## src/sv/sha1_block_compression_defines.svh

```systemverilog
// Assertion macros shared by the SHA-1 block compression design.
`ifndef SHA1_BLOCK_COMPRESSION_DEFINES_SVH
`define SHA1_BLOCK_COMPRESSION_DEFINES_SVH

// Same-cycle implication, checked at every rising clock edge outside reset.
`define SHABC_ASSERT_SAME(label, ante, cons, msg) \
   label: assert property (@(posedge clock) disable iff (reset) (ante) |-> (cons)) \
      else $error(msg);

// Next-cycle implication, checked at every rising clock edge outside reset.
`define SHABC_ASSERT_NEXT(label, ante, cons, msg) \
   label: assert property (@(posedge clock) disable iff (reset) (ante) |=> (cons)) \
      else $error(msg);

`endif

```

## src/sv/shabc_pkg.sv

```systemverilog
package shabc_pkg;

   localparam int WORD_W      = 32;
   localparam int DIGEST_W    = 5;
   localparam int WINDOW      = 16;
   localparam int ROUNDS      = 80;
   localparam int PHASE_LEN   = 20;
   localparam int POS_W       = $clog2(WINDOW);
   localparam int ROUND_W     = $clog2(ROUNDS);
   localparam int INDEX_W     = 3;

   typedef logic [WORD_W-1:0] word_type;

   localparam word_type INIT_VALUE [DIGEST_W] = '{
      32'h67452301, 32'hefcdab89, 32'h98badcfe, 32'h10325476, 32'hc3d2e1f0
   };

   typedef enum logic [1:0] {
      PHASE_CHOOSE,
      PHASE_PARITY_LOW,
      PHASE_MAJORITY,
      PHASE_PARITY_HIGH
   } phase_type;

   typedef struct packed {
      logic [WORD_W-1:0] message_word;
      logic              first_of_message;
      logic              last_of_message;
   } req_type;

   typedef struct packed {
      logic [WORD_W-1:0]  digest_word;
      logic [INDEX_W-1:0] digest_index;
      logic               digest_done;
   } rsp_type;

   typedef struct packed {
      logic               load_word;
      logic               init_chain;
      logic               load_work;
      logic               round_en;
      phase_type          phase;
      logic               add_chain;
      logic [INDEX_W-1:0] emit_index;
   } cmd_type;

   function automatic word_type round_constant(input phase_type phase);
      word_type k;
      case (phase)
         PHASE_CHOOSE:      k = 32'h5a827999;
         PHASE_PARITY_LOW:  k = 32'h6ed9eba1;
         PHASE_MAJORITY:    k = 32'h8f1bbcdc;
         PHASE_PARITY_HIGH: k = 32'hca62c1d6;
         default:           k = 32'h5a827999;
      endcase
      return k;
   endfunction

   function automatic word_type round_function(input phase_type phase, input word_type b,
                                               input word_type c, input word_type d);
      word_type f;
      case (phase)
         PHASE_CHOOSE:   f = (b & c) | (~b & d);
         PHASE_MAJORITY: f = (b & c) | (b & d) | (c & d);
         default:        f = b ^ c ^ d;
      endcase
      return f;
   endfunction

endpackage

```

## src/sv/shabc_ctrl.sv

```systemverilog
module shabc_ctrl import shabc_pkg::*; (
   input  logic    clock,
   input  logic    reset,
   input  logic    req_valid,
   input  logic    req_first,
   input  logic    req_last,
   output logic    req_ready,
   output logic    rsp_valid,
   input  logic    rsp_ready,
   output cmd_type cmd
);

   typedef enum logic [1:0] {
      ST_LOAD,
      ST_ROUND,
      ST_ADD,
      ST_EMIT
   } state_type;

   localparam logic [POS_W-1:0]   LAST_POS   = POS_W'(WINDOW - 1);
   localparam logic [ROUND_W-1:0] LAST_ROUND = ROUND_W'(ROUNDS - 1);
   localparam logic [INDEX_W-1:0] LAST_INDEX = INDEX_W'(DIGEST_W - 1);

   state_type           state_ff;
   logic [POS_W-1:0]    pos_ff;
   logic [ROUND_W-1:0]  round_ff;
   logic [INDEX_W-1:0]  index_ff;
   logic                last_ff;
   logic                valid_ff;
   phase_type           phase;
   logic                accept;

   assign req_ready = (state_ff == ST_LOAD);
   assign rsp_valid = valid_ff;
   assign accept    = req_valid && req_ready;

   always_comb begin
      if (round_ff < ROUND_W'(PHASE_LEN)) begin
         phase = PHASE_CHOOSE;
      end else if (round_ff < ROUND_W'(2 * PHASE_LEN)) begin
         phase = PHASE_PARITY_LOW;
      end else if (round_ff < ROUND_W'(3 * PHASE_LEN)) begin
         phase = PHASE_MAJORITY;
      end else begin
         phase = PHASE_PARITY_HIGH;
      end
   end

   always_comb begin
      cmd            = '0;
      cmd.phase      = phase;
      cmd.emit_index = index_ff;
      cmd.load_word  = accept;
      cmd.init_chain = accept && req_first && (pos_ff == '0);
      cmd.load_work  = accept && (pos_ff == LAST_POS);
      cmd.round_en   = (state_ff == ST_ROUND);
      cmd.add_chain  = (state_ff == ST_ADD);
   end

   always_ff @(posedge clock) begin
      if (reset) begin
         state_ff <= ST_LOAD;
         pos_ff   <= '0;
         round_ff <= '0;
         index_ff <= '0;
         last_ff  <= 1'b0;
         valid_ff <= 1'b0;
      end else begin
         case (state_ff)
            ST_LOAD: begin
               if (accept) begin
                  pos_ff <= pos_ff + 1'b1;
                  if (pos_ff == LAST_POS) begin
                     last_ff  <= req_last;
                     round_ff <= '0;
                     state_ff <= ST_ROUND;
                  end
               end
            end
            ST_ROUND: begin
               if (round_ff == LAST_ROUND) begin
                  state_ff <= ST_ADD;
               end else begin
                  round_ff <= round_ff + 1'b1;
               end
            end
            ST_ADD: begin
               if (last_ff) begin
                  index_ff <= '0;
                  valid_ff <= 1'b1;
                  state_ff <= ST_EMIT;
               end else begin
                  state_ff <= ST_LOAD;
               end
            end
            ST_EMIT: begin
               if (rsp_ready) begin
                  if (index_ff == LAST_INDEX) begin
                     valid_ff <= 1'b0;
                     state_ff <= ST_LOAD;
                  end else begin
                     index_ff <= index_ff + 1'b1;
                  end
               end
            end
            default: begin
               state_ff <= ST_LOAD;
            end
         endcase
      end
   end

endmodule

```

## src/sv/shabc_datapath.sv

```systemverilog
module shabc_datapath import shabc_pkg::*; (
   input  logic     clock,
   input  logic     reset,
   input  cmd_type  cmd,
   input  word_type message_word,
   output rsp_type  rsp_payload
);

   localparam logic [INDEX_W-1:0] LAST_INDEX = INDEX_W'(DIGEST_W - 1);

   word_type chain_ff  [DIGEST_W];
   word_type chain_in  [DIGEST_W];
   word_type work_ff   [DIGEST_W];
   word_type work_in   [DIGEST_W];
   word_type window_ff [WINDOW];
   word_type window_in [WINDOW];
   word_type expand_sum;
   word_type expanded;
   word_type round_sum;

   // The window is a shift line: entry zero always holds the word for the current round.
   always_comb begin
      expand_sum = window_ff[13] ^ window_ff[8] ^ window_ff[2] ^ window_ff[0];
      expanded   = {expand_sum[WORD_W-2:0], expand_sum[WORD_W-1]};
      round_sum  = {work_ff[0][WORD_W-6:0], work_ff[0][WORD_W-1:WORD_W-5]}
                 + round_function(cmd.phase, work_ff[1], work_ff[2], work_ff[3])
                 + work_ff[4] + window_ff[0] + round_constant(cmd.phase);
   end

   always_comb begin
      window_in = window_ff;
      if (cmd.load_word || cmd.round_en) begin
         for (int i = 0; i < WINDOW - 1; i++) begin
            window_in[i] = window_ff[i + 1];
         end
         window_in[WINDOW - 1] = cmd.load_word ? message_word : expanded;
      end
   end

   always_comb begin
      work_in = work_ff;
      if (cmd.load_work) begin
         work_in = chain_ff;
      end else if (cmd.round_en) begin
         work_in[0] = round_sum;
         work_in[1] = work_ff[0];
         work_in[2] = {work_ff[1][1:0], work_ff[1][WORD_W-1:2]};
         work_in[3] = work_ff[2];
         work_in[4] = work_ff[3];
      end
   end

   always_comb begin
      chain_in = chain_ff;
      if (cmd.init_chain) begin
         chain_in = INIT_VALUE;
      end else if (cmd.add_chain) begin
         for (int i = 0; i < DIGEST_W; i++) begin
            chain_in[i] = chain_ff[i] + work_ff[i];
         end
      end
   end

   always_ff @(posedge clock) begin
      window_ff <= window_in;
      work_ff   <= work_in;
   end

   always_ff @(posedge clock) begin
      if (reset) begin
         chain_ff <= INIT_VALUE;
      end else begin
         chain_ff <= chain_in;
      end
   end

   always_comb begin
      rsp_payload.digest_word  = chain_ff[cmd.emit_index];
      rsp_payload.digest_index = cmd.emit_index;
      rsp_payload.digest_done  = (cmd.emit_index == LAST_INDEX);
   end

endmodule

```

## src/sv/sha1_block_compression.sv

```systemverilog
// SHA-1 compression core for already padded messages. Each transaction on the
// request channel carries one big-endian 32-bit word; sixteen words make a block.
// Loading a block takes sixteen transactions at up to one per cycle. The sixteenth
// word starts the compression, which runs one round per cycle in a single round
// unit for all 80 rounds, followed by a step that adds the result into the chaining
// value; the request channel is held off during that time. When the sixteenth
// word carries the last-of-message flag, the five digest words follow on the
// response channel, one per cycle while the consumer is ready, and no request is
// taken until the fifth has been taken. The first-of-message flag counts only on
// a block's first word.
`include "sha1_block_compression_defines.svh"

module sha1_block_compression import shabc_pkg::*; (
   input  logic    clock,
   input  logic    reset,
   input  logic    req_valid,
   output logic    req_ready,
   input  req_type req_payload,
   output logic    rsp_valid,
   input  logic    rsp_ready,
   output rsp_type rsp_payload
);

   cmd_type cmd;

   shabc_ctrl u_ctrl (
      .clock     (clock),
      .reset     (reset),
      .req_valid (req_valid),
      .req_first (req_payload.first_of_message),
      .req_last  (req_payload.last_of_message),
      .req_ready (req_ready),
      .rsp_valid (rsp_valid),
      .rsp_ready (rsp_ready),
      .cmd       (cmd)
   );

   shabc_datapath u_datapath (
      .clock        (clock),
      .reset        (reset),
      .cmd          (cmd),
      .message_word (req_payload.message_word),
      .rsp_payload  (rsp_payload)
   );

   `SHABC_ASSERT_SAME(a_no_request_while_emitting, rsp_valid, !req_ready, "request taken during digest output")
   `SHABC_ASSERT_SAME(a_no_request_while_rounds, cmd.round_en, !req_ready && !rsp_valid, "request or response during rounds")
   `SHABC_ASSERT_NEXT(a_block_starts_rounds, cmd.load_work, cmd.round_en, "compression did not start after a full block")
   `SHABC_ASSERT_NEXT(a_digest_ends, rsp_valid && rsp_ready && rsp_payload.digest_done, !rsp_valid, "response after final digest word")

endmodule
```

## config.mk

```make
export PLATFORM = sky130hd
export DESIGN_NAME = sha1_block_compression
export DESIGN_NICKNAME = d
export VERILOG_FILES = /design/src/sv/shabc_pkg.sv /design/src/sv/shabc_ctrl.sv /design/src/sv/shabc_datapath.sv /design/src/sv/sha1_block_compression.sv
export VERILOG_INCLUDE_DIRS = /design/src /design/src/sv
export SDC_FILE = /design/constraint.sdc
export NUM_CORES = 2
export LEC_CHECK = 0
export BUFFER_PORTS_ARGS = -buffer_cell sky130_fd_sc_hd__buf_2
export CAP_MARGIN = 15
export CORE_MARGIN = 8
export CORE_UTILIZATION = 45
export CTS_CLUSTER_SIZE = 25
export DETAILED_ROUTE_END_ITERATION = 10
export HOLD_SLACK_MARGIN = 0.1
export PLACE_DENSITY = 0.57
export SETUP_SLACK_MARGIN = 0.15
export SYNTH_ARGS = -nofsm -noshare
export SYNTH_HDL_FRONTEND = slang
export SYNTH_HIERARCHICAL = 1
export SYNTH_SLANG_ARGS = --single-unit
export TNS_END_PERCENT = 10
```

## constraint.sdc

```tcl
create_clock -name clock -period 17.3 [get_ports clock]
set_input_delay 0.865 -clock clock [delete_from_list [all_inputs] [get_ports clock]]
set_output_delay 0.865 -clock clock [all_outputs]
set_load 0.05 [all_outputs]
```

==> impl_results.md <==
* Power per cell area at 94.4 nW/um^2
* Worst reg2reg path depth at 23
* Starting Density at a little under half
* NumNets Final at 4259
* RSZ-0062 raised after global routing: false
* Top Ports at 76
* GPL Wtd Cong at between 0.8 and 0.9
* Final ANT Viol Nets at 0
* Syn nets at 4209
* Worst path max stage delay at 0.63 ns
* Routed via count at about 29000
* Worst R2R Start: u_ctrl/round_ff[5]
* Period utilization at roughly two fifths
* Min-delay worst type: flop to flop
* Layout area overhead at 10.9%
* Cell taking the most area after synthesis: edfxtp_1
* First-pass GRT wire length at approximately 170 mm
* Post-CTS Setup Inserts at 0
* Seq/Total Area, Yosys at 54.1%
* Crit path capture type: flop
* Post-CTS sizing at 0
* Met1 Routed Length at approximately 54 mm
* Iter 0 DRT Violations at about 2700
* CTS Buffer Depth at 3
* Cell variety after synth at slightly below 100
* CTS H-tree lvls at 3
* Fill count at slightly below 9000
* Share of the synthesized area in the top cell type at 46.0%
* Relative slew slack at ~28%
* Synth area leaders: edfxtp_1, dfxtp_1, ha_1
* CP bufs+invs at 5
* Worst-margin pin slew at between 1 and 1.5 ns
* EDFF count, synth at 672
* Max Cap Viol at 0
* Crit path max-delay family: compound AO/OA/AOI/OAI gates
* Hold_sp: u_datapath/window_ff[138]
* Yosys reg bits at 850
* Fmax at between 100 and 150 MHz
* Main synth FF type: edfxtp_1
* Wire per inst at 21.1 um
* Avg Cell Area, Syn at 11.4 sq um
* Post-synthesis cell count at approximately 3800
* Site Rows at roughly 110
* Vias in the first global route at 27900
* Die area at approximately 110000 sq um
* Setup TNS at 0 ns
* Lkg Pwr at approximately 18 nW
* Die X at approximately 330 um
* Ys async rst share at 0%
* Status: complete, no violations
* CTS clk-pin slew, worst paths at approximately 0.070 ns
* Met3 WL post-DR at slightly above 7 mm
* Hold Path Sink: u_datapath/window_ff[170]
* Setup Skew at around 0.028 ns
* Slowest-stage cell, CP: or2_2
* Hold Vio Cnt, Final at 0
* Post-CTS Hold Buffers at 0
* VDD IR max at 73.8 uV
* Required @ worst endpoint at 17.68 ns
* Drt total wl at about 110 mm
* Crit-path cells: inv_1 -> maj3_1 -> a221o_1 -> inv_1 -> ha_1 -> buf_4 -> or2_2 -> o221ai_1 -> fa_1 -> inv_1 -> fa_1 -> inv_1 -> ha_1 -> a211o_1 -> a211oi_2 -> o21ai_1 -> a31oi_2 -> o21ai_1 -> a41oi_2 -> o21ai_1 -> a311oi_2 -> xor2_1 -> o21ai_1
* Crit path time final at a little over 7 ns
* CTS root buf: clkbuf_16
* Crit Path Max Fanout at 34
* FF-to-FF setup slack at 10.26 ns
* DP HPWL at between 70 and 80 mm
* Hold Path Depth at 0
* Fin. max-slew vios at 0
* Clk_lat worst skew at approximately 0.66 ns
* CTS tree: done
* Share of layout cells above drive strength 1 at roughly 7.7%
* Grt total ovfl at 0
* Final setup fails at 0
* Post-synth top cells: edfxtp_1, nand2_1, o21ai_0
* CTS sink count at 850
* Syn. warnings at 6
* Largest net degree at the start of global routing at 198
* Die Y at 328 um
* GRT Total Usage at about 20%
* DRC Markers at 0
* Num CTS Buffers at 91
* Power after layout at around 4.6 mW
* Met2 WL at between 40 and 50 mm
* Most common cell in the netlist: edfxtp_1
* WS Path Type: flop to flop
* Ant. Diodes at 0
* Core Area at ~97000 sq um
* RR Endpoint: u_datapath/work_ff[158]
* Initial antenna violation count at 2
* 1st-pass router iterations at 5
* Layout Utilization at approximately 50%
* Worst path arrival time at ~7.4 ns
* Uppermost layer routed: met5
* Vias/cell at roughly 5.5
* Startpoint types: flop
* Cell area after synthesis at 43900 sq um
* IO Port Bufs at 75
## logic make-up (layout without fill, tap and decap cells)
| group | count (synthesis) | in the layout | synth area share [%] |
|---|---|---|---|
| AND/OR/NAND/NOR | 837 | 837 | 8.52 |
| adder cells (fa/ha/maj) | 328 | 328 | 11.5 |
| flip-flops | 850 | 850 | 54.1 |
| XOR/XNOR | 249 | 249 | 4.97 |
| buffers and inverters | 470 | 598 | 4.08 |
| multiplexers | 143 | 143 | 3.32 |
| AO/OA/AOI/OAI | 967 | 967 | 13.5 |
## cells in the final DEF, fill, tap and decap left out, types with 8 or more instances in the layout
master / synthesis / routed
edfxtp_1: 672 / 672
nand2_1: 367 / 367
o21ai_0: 344 / 344
inv_1: 324 / 323
a21oi_1: 237 / 237
nor2_1: 233 / 232
ha_1: 202 / 202
xnor2_1: 179 / 179
dfxtp_1: 178 / 175
fa_1: 125 / 125
mux2i_1: 122 / 122
clkbuf_16: 0 / 92
buf_2: 0 / 75
xor2_1: 70 / 70
a21o_1: 70 / 70
o22ai_1: 48 / 48
nand3_1: 44 / 44
nor3_1: 42 / 42
a211oi_1: 37 / 37
o21a_1: 28 / 28
nor2b_1: 29 / 27
buf_4: 5 / 25
o221ai_1: 24 / 24
and3_1: 23 / 23
a31oi_1: 22 / 22
mux2_2: 21 / 21
o21ai_1: 20 / 20
clkinv_2: 0 / 19
clkbuf_1: 119 / 18
o211ai_1: 18 / 18
nand2b_1: 18 / 18
o21bai_1: 17 / 17
clkinv_1: 0 / 16
nand4_1: 16 / 16
bufinv_16: 0 / 13
and2_1: 13 / 13
o31ai_1: 12 / 12
and4_1: 8 / 8
or3_1: 8 / 8
a211o_1: 8 / 8
## per-stage QoR
| step | hold slack [ns] | setup WS, ns | std cells | area [sq um] |
|---|---|---|---|---|
| 5_1_grt | 0.418 | 9.87 | 5248 | 48700 |
| 6_report | 0.412 | 10.26 | 5248 | 48700 |
| 3_3_place_gp | 0.400 | 10.49 | 5077 | 45600 |
| 3_5_place_dp | 0.405 | 10.36 | 5077 | 45600 |
| 2_1_floorplan | 0.400 | 8.88 | 3844 | 43900 |
| 4_1_cts | 0.409 | 10.32 | 5248 | 48700 |
## state kept, by name, summed over array words and instances, names as in the netlist
register and flops:
u_ctrl/index_ff 3, u_ctrl/last_ff 1, u_ctrl/pos_ff 4, u_ctrl/round_ff 7
u_ctrl/rsp_valid 1, u_ctrl/state_ff 2, u_datapath/chain_ff 160, u_datapath/window_ff 512
u_datapath/work_ff 160
## metal layers
metal / GRT usage [%] / up-vias
li1: - / 13900
met1: 30.7 / 14000
met2: 29.2 / 809
met3: 3.50 / 149
met4: 6.08 / 2
met5: 0 / -
## how the worst max path moves through the flow
stage                                    to               start  depth (start not counted)  slack (ns)
floorplan           u_datapath/window_ff[0]           req_valid                          4        8.88
global placement    u_datapath/work_ff[158]  u_ctrl/round_ff[5]                         23       10.49
detailed placement  u_datapath/work_ff[157]  u_ctrl/round_ff[5]                         25       10.36
CTS                 u_datapath/work_ff[157]  u_ctrl/round_ff[5]                         25       10.32
global route        u_datapath/work_ff[157]  u_ctrl/round_ff[5]                         25        9.87
finish              u_datapath/work_ff[158]  u_ctrl/round_ff[5]                         23       10.26
## area by class of cell
type / count / area [sq um] / share of cell area [%]
Sequential cell: 850 / 23700 / 48.8
Multi-Input combinational cell: 2524 / 18400 / 37.8
Clock buffer: 112 / 2400 / 4.93
Tap cell: 1276 / 1600 / 3.28
Inverter: 325 / 1230 / 2.53
Clock inverter: 59 / 702 / 1.44
Timing Repair Buffer: 102 / 603 / 1.24
## worst reg2reg max path, delay by kind of cell (launching register included)
family / cells / cell delay [ns]
buffers and inverters: 5 / 0.74
adder cells (fa/ha/maj): 5 / 1.96
XOR/XNOR: 1 / 0.17
flip-flops: 1 / 0.37
AND/OR/NAND/NOR: 1 / 0.65
AO/OA/AOI/OAI: 11 / 2.90
## power breakdown
group	switching, mW	internal, mW	total, mW
Sequential	0.0309	2.30	2.33
Combinational	0.147	0.0927	0.240
Clock	0.832	1.19	2.02
No activity file was read; power rests on OpenSTA's default activity.
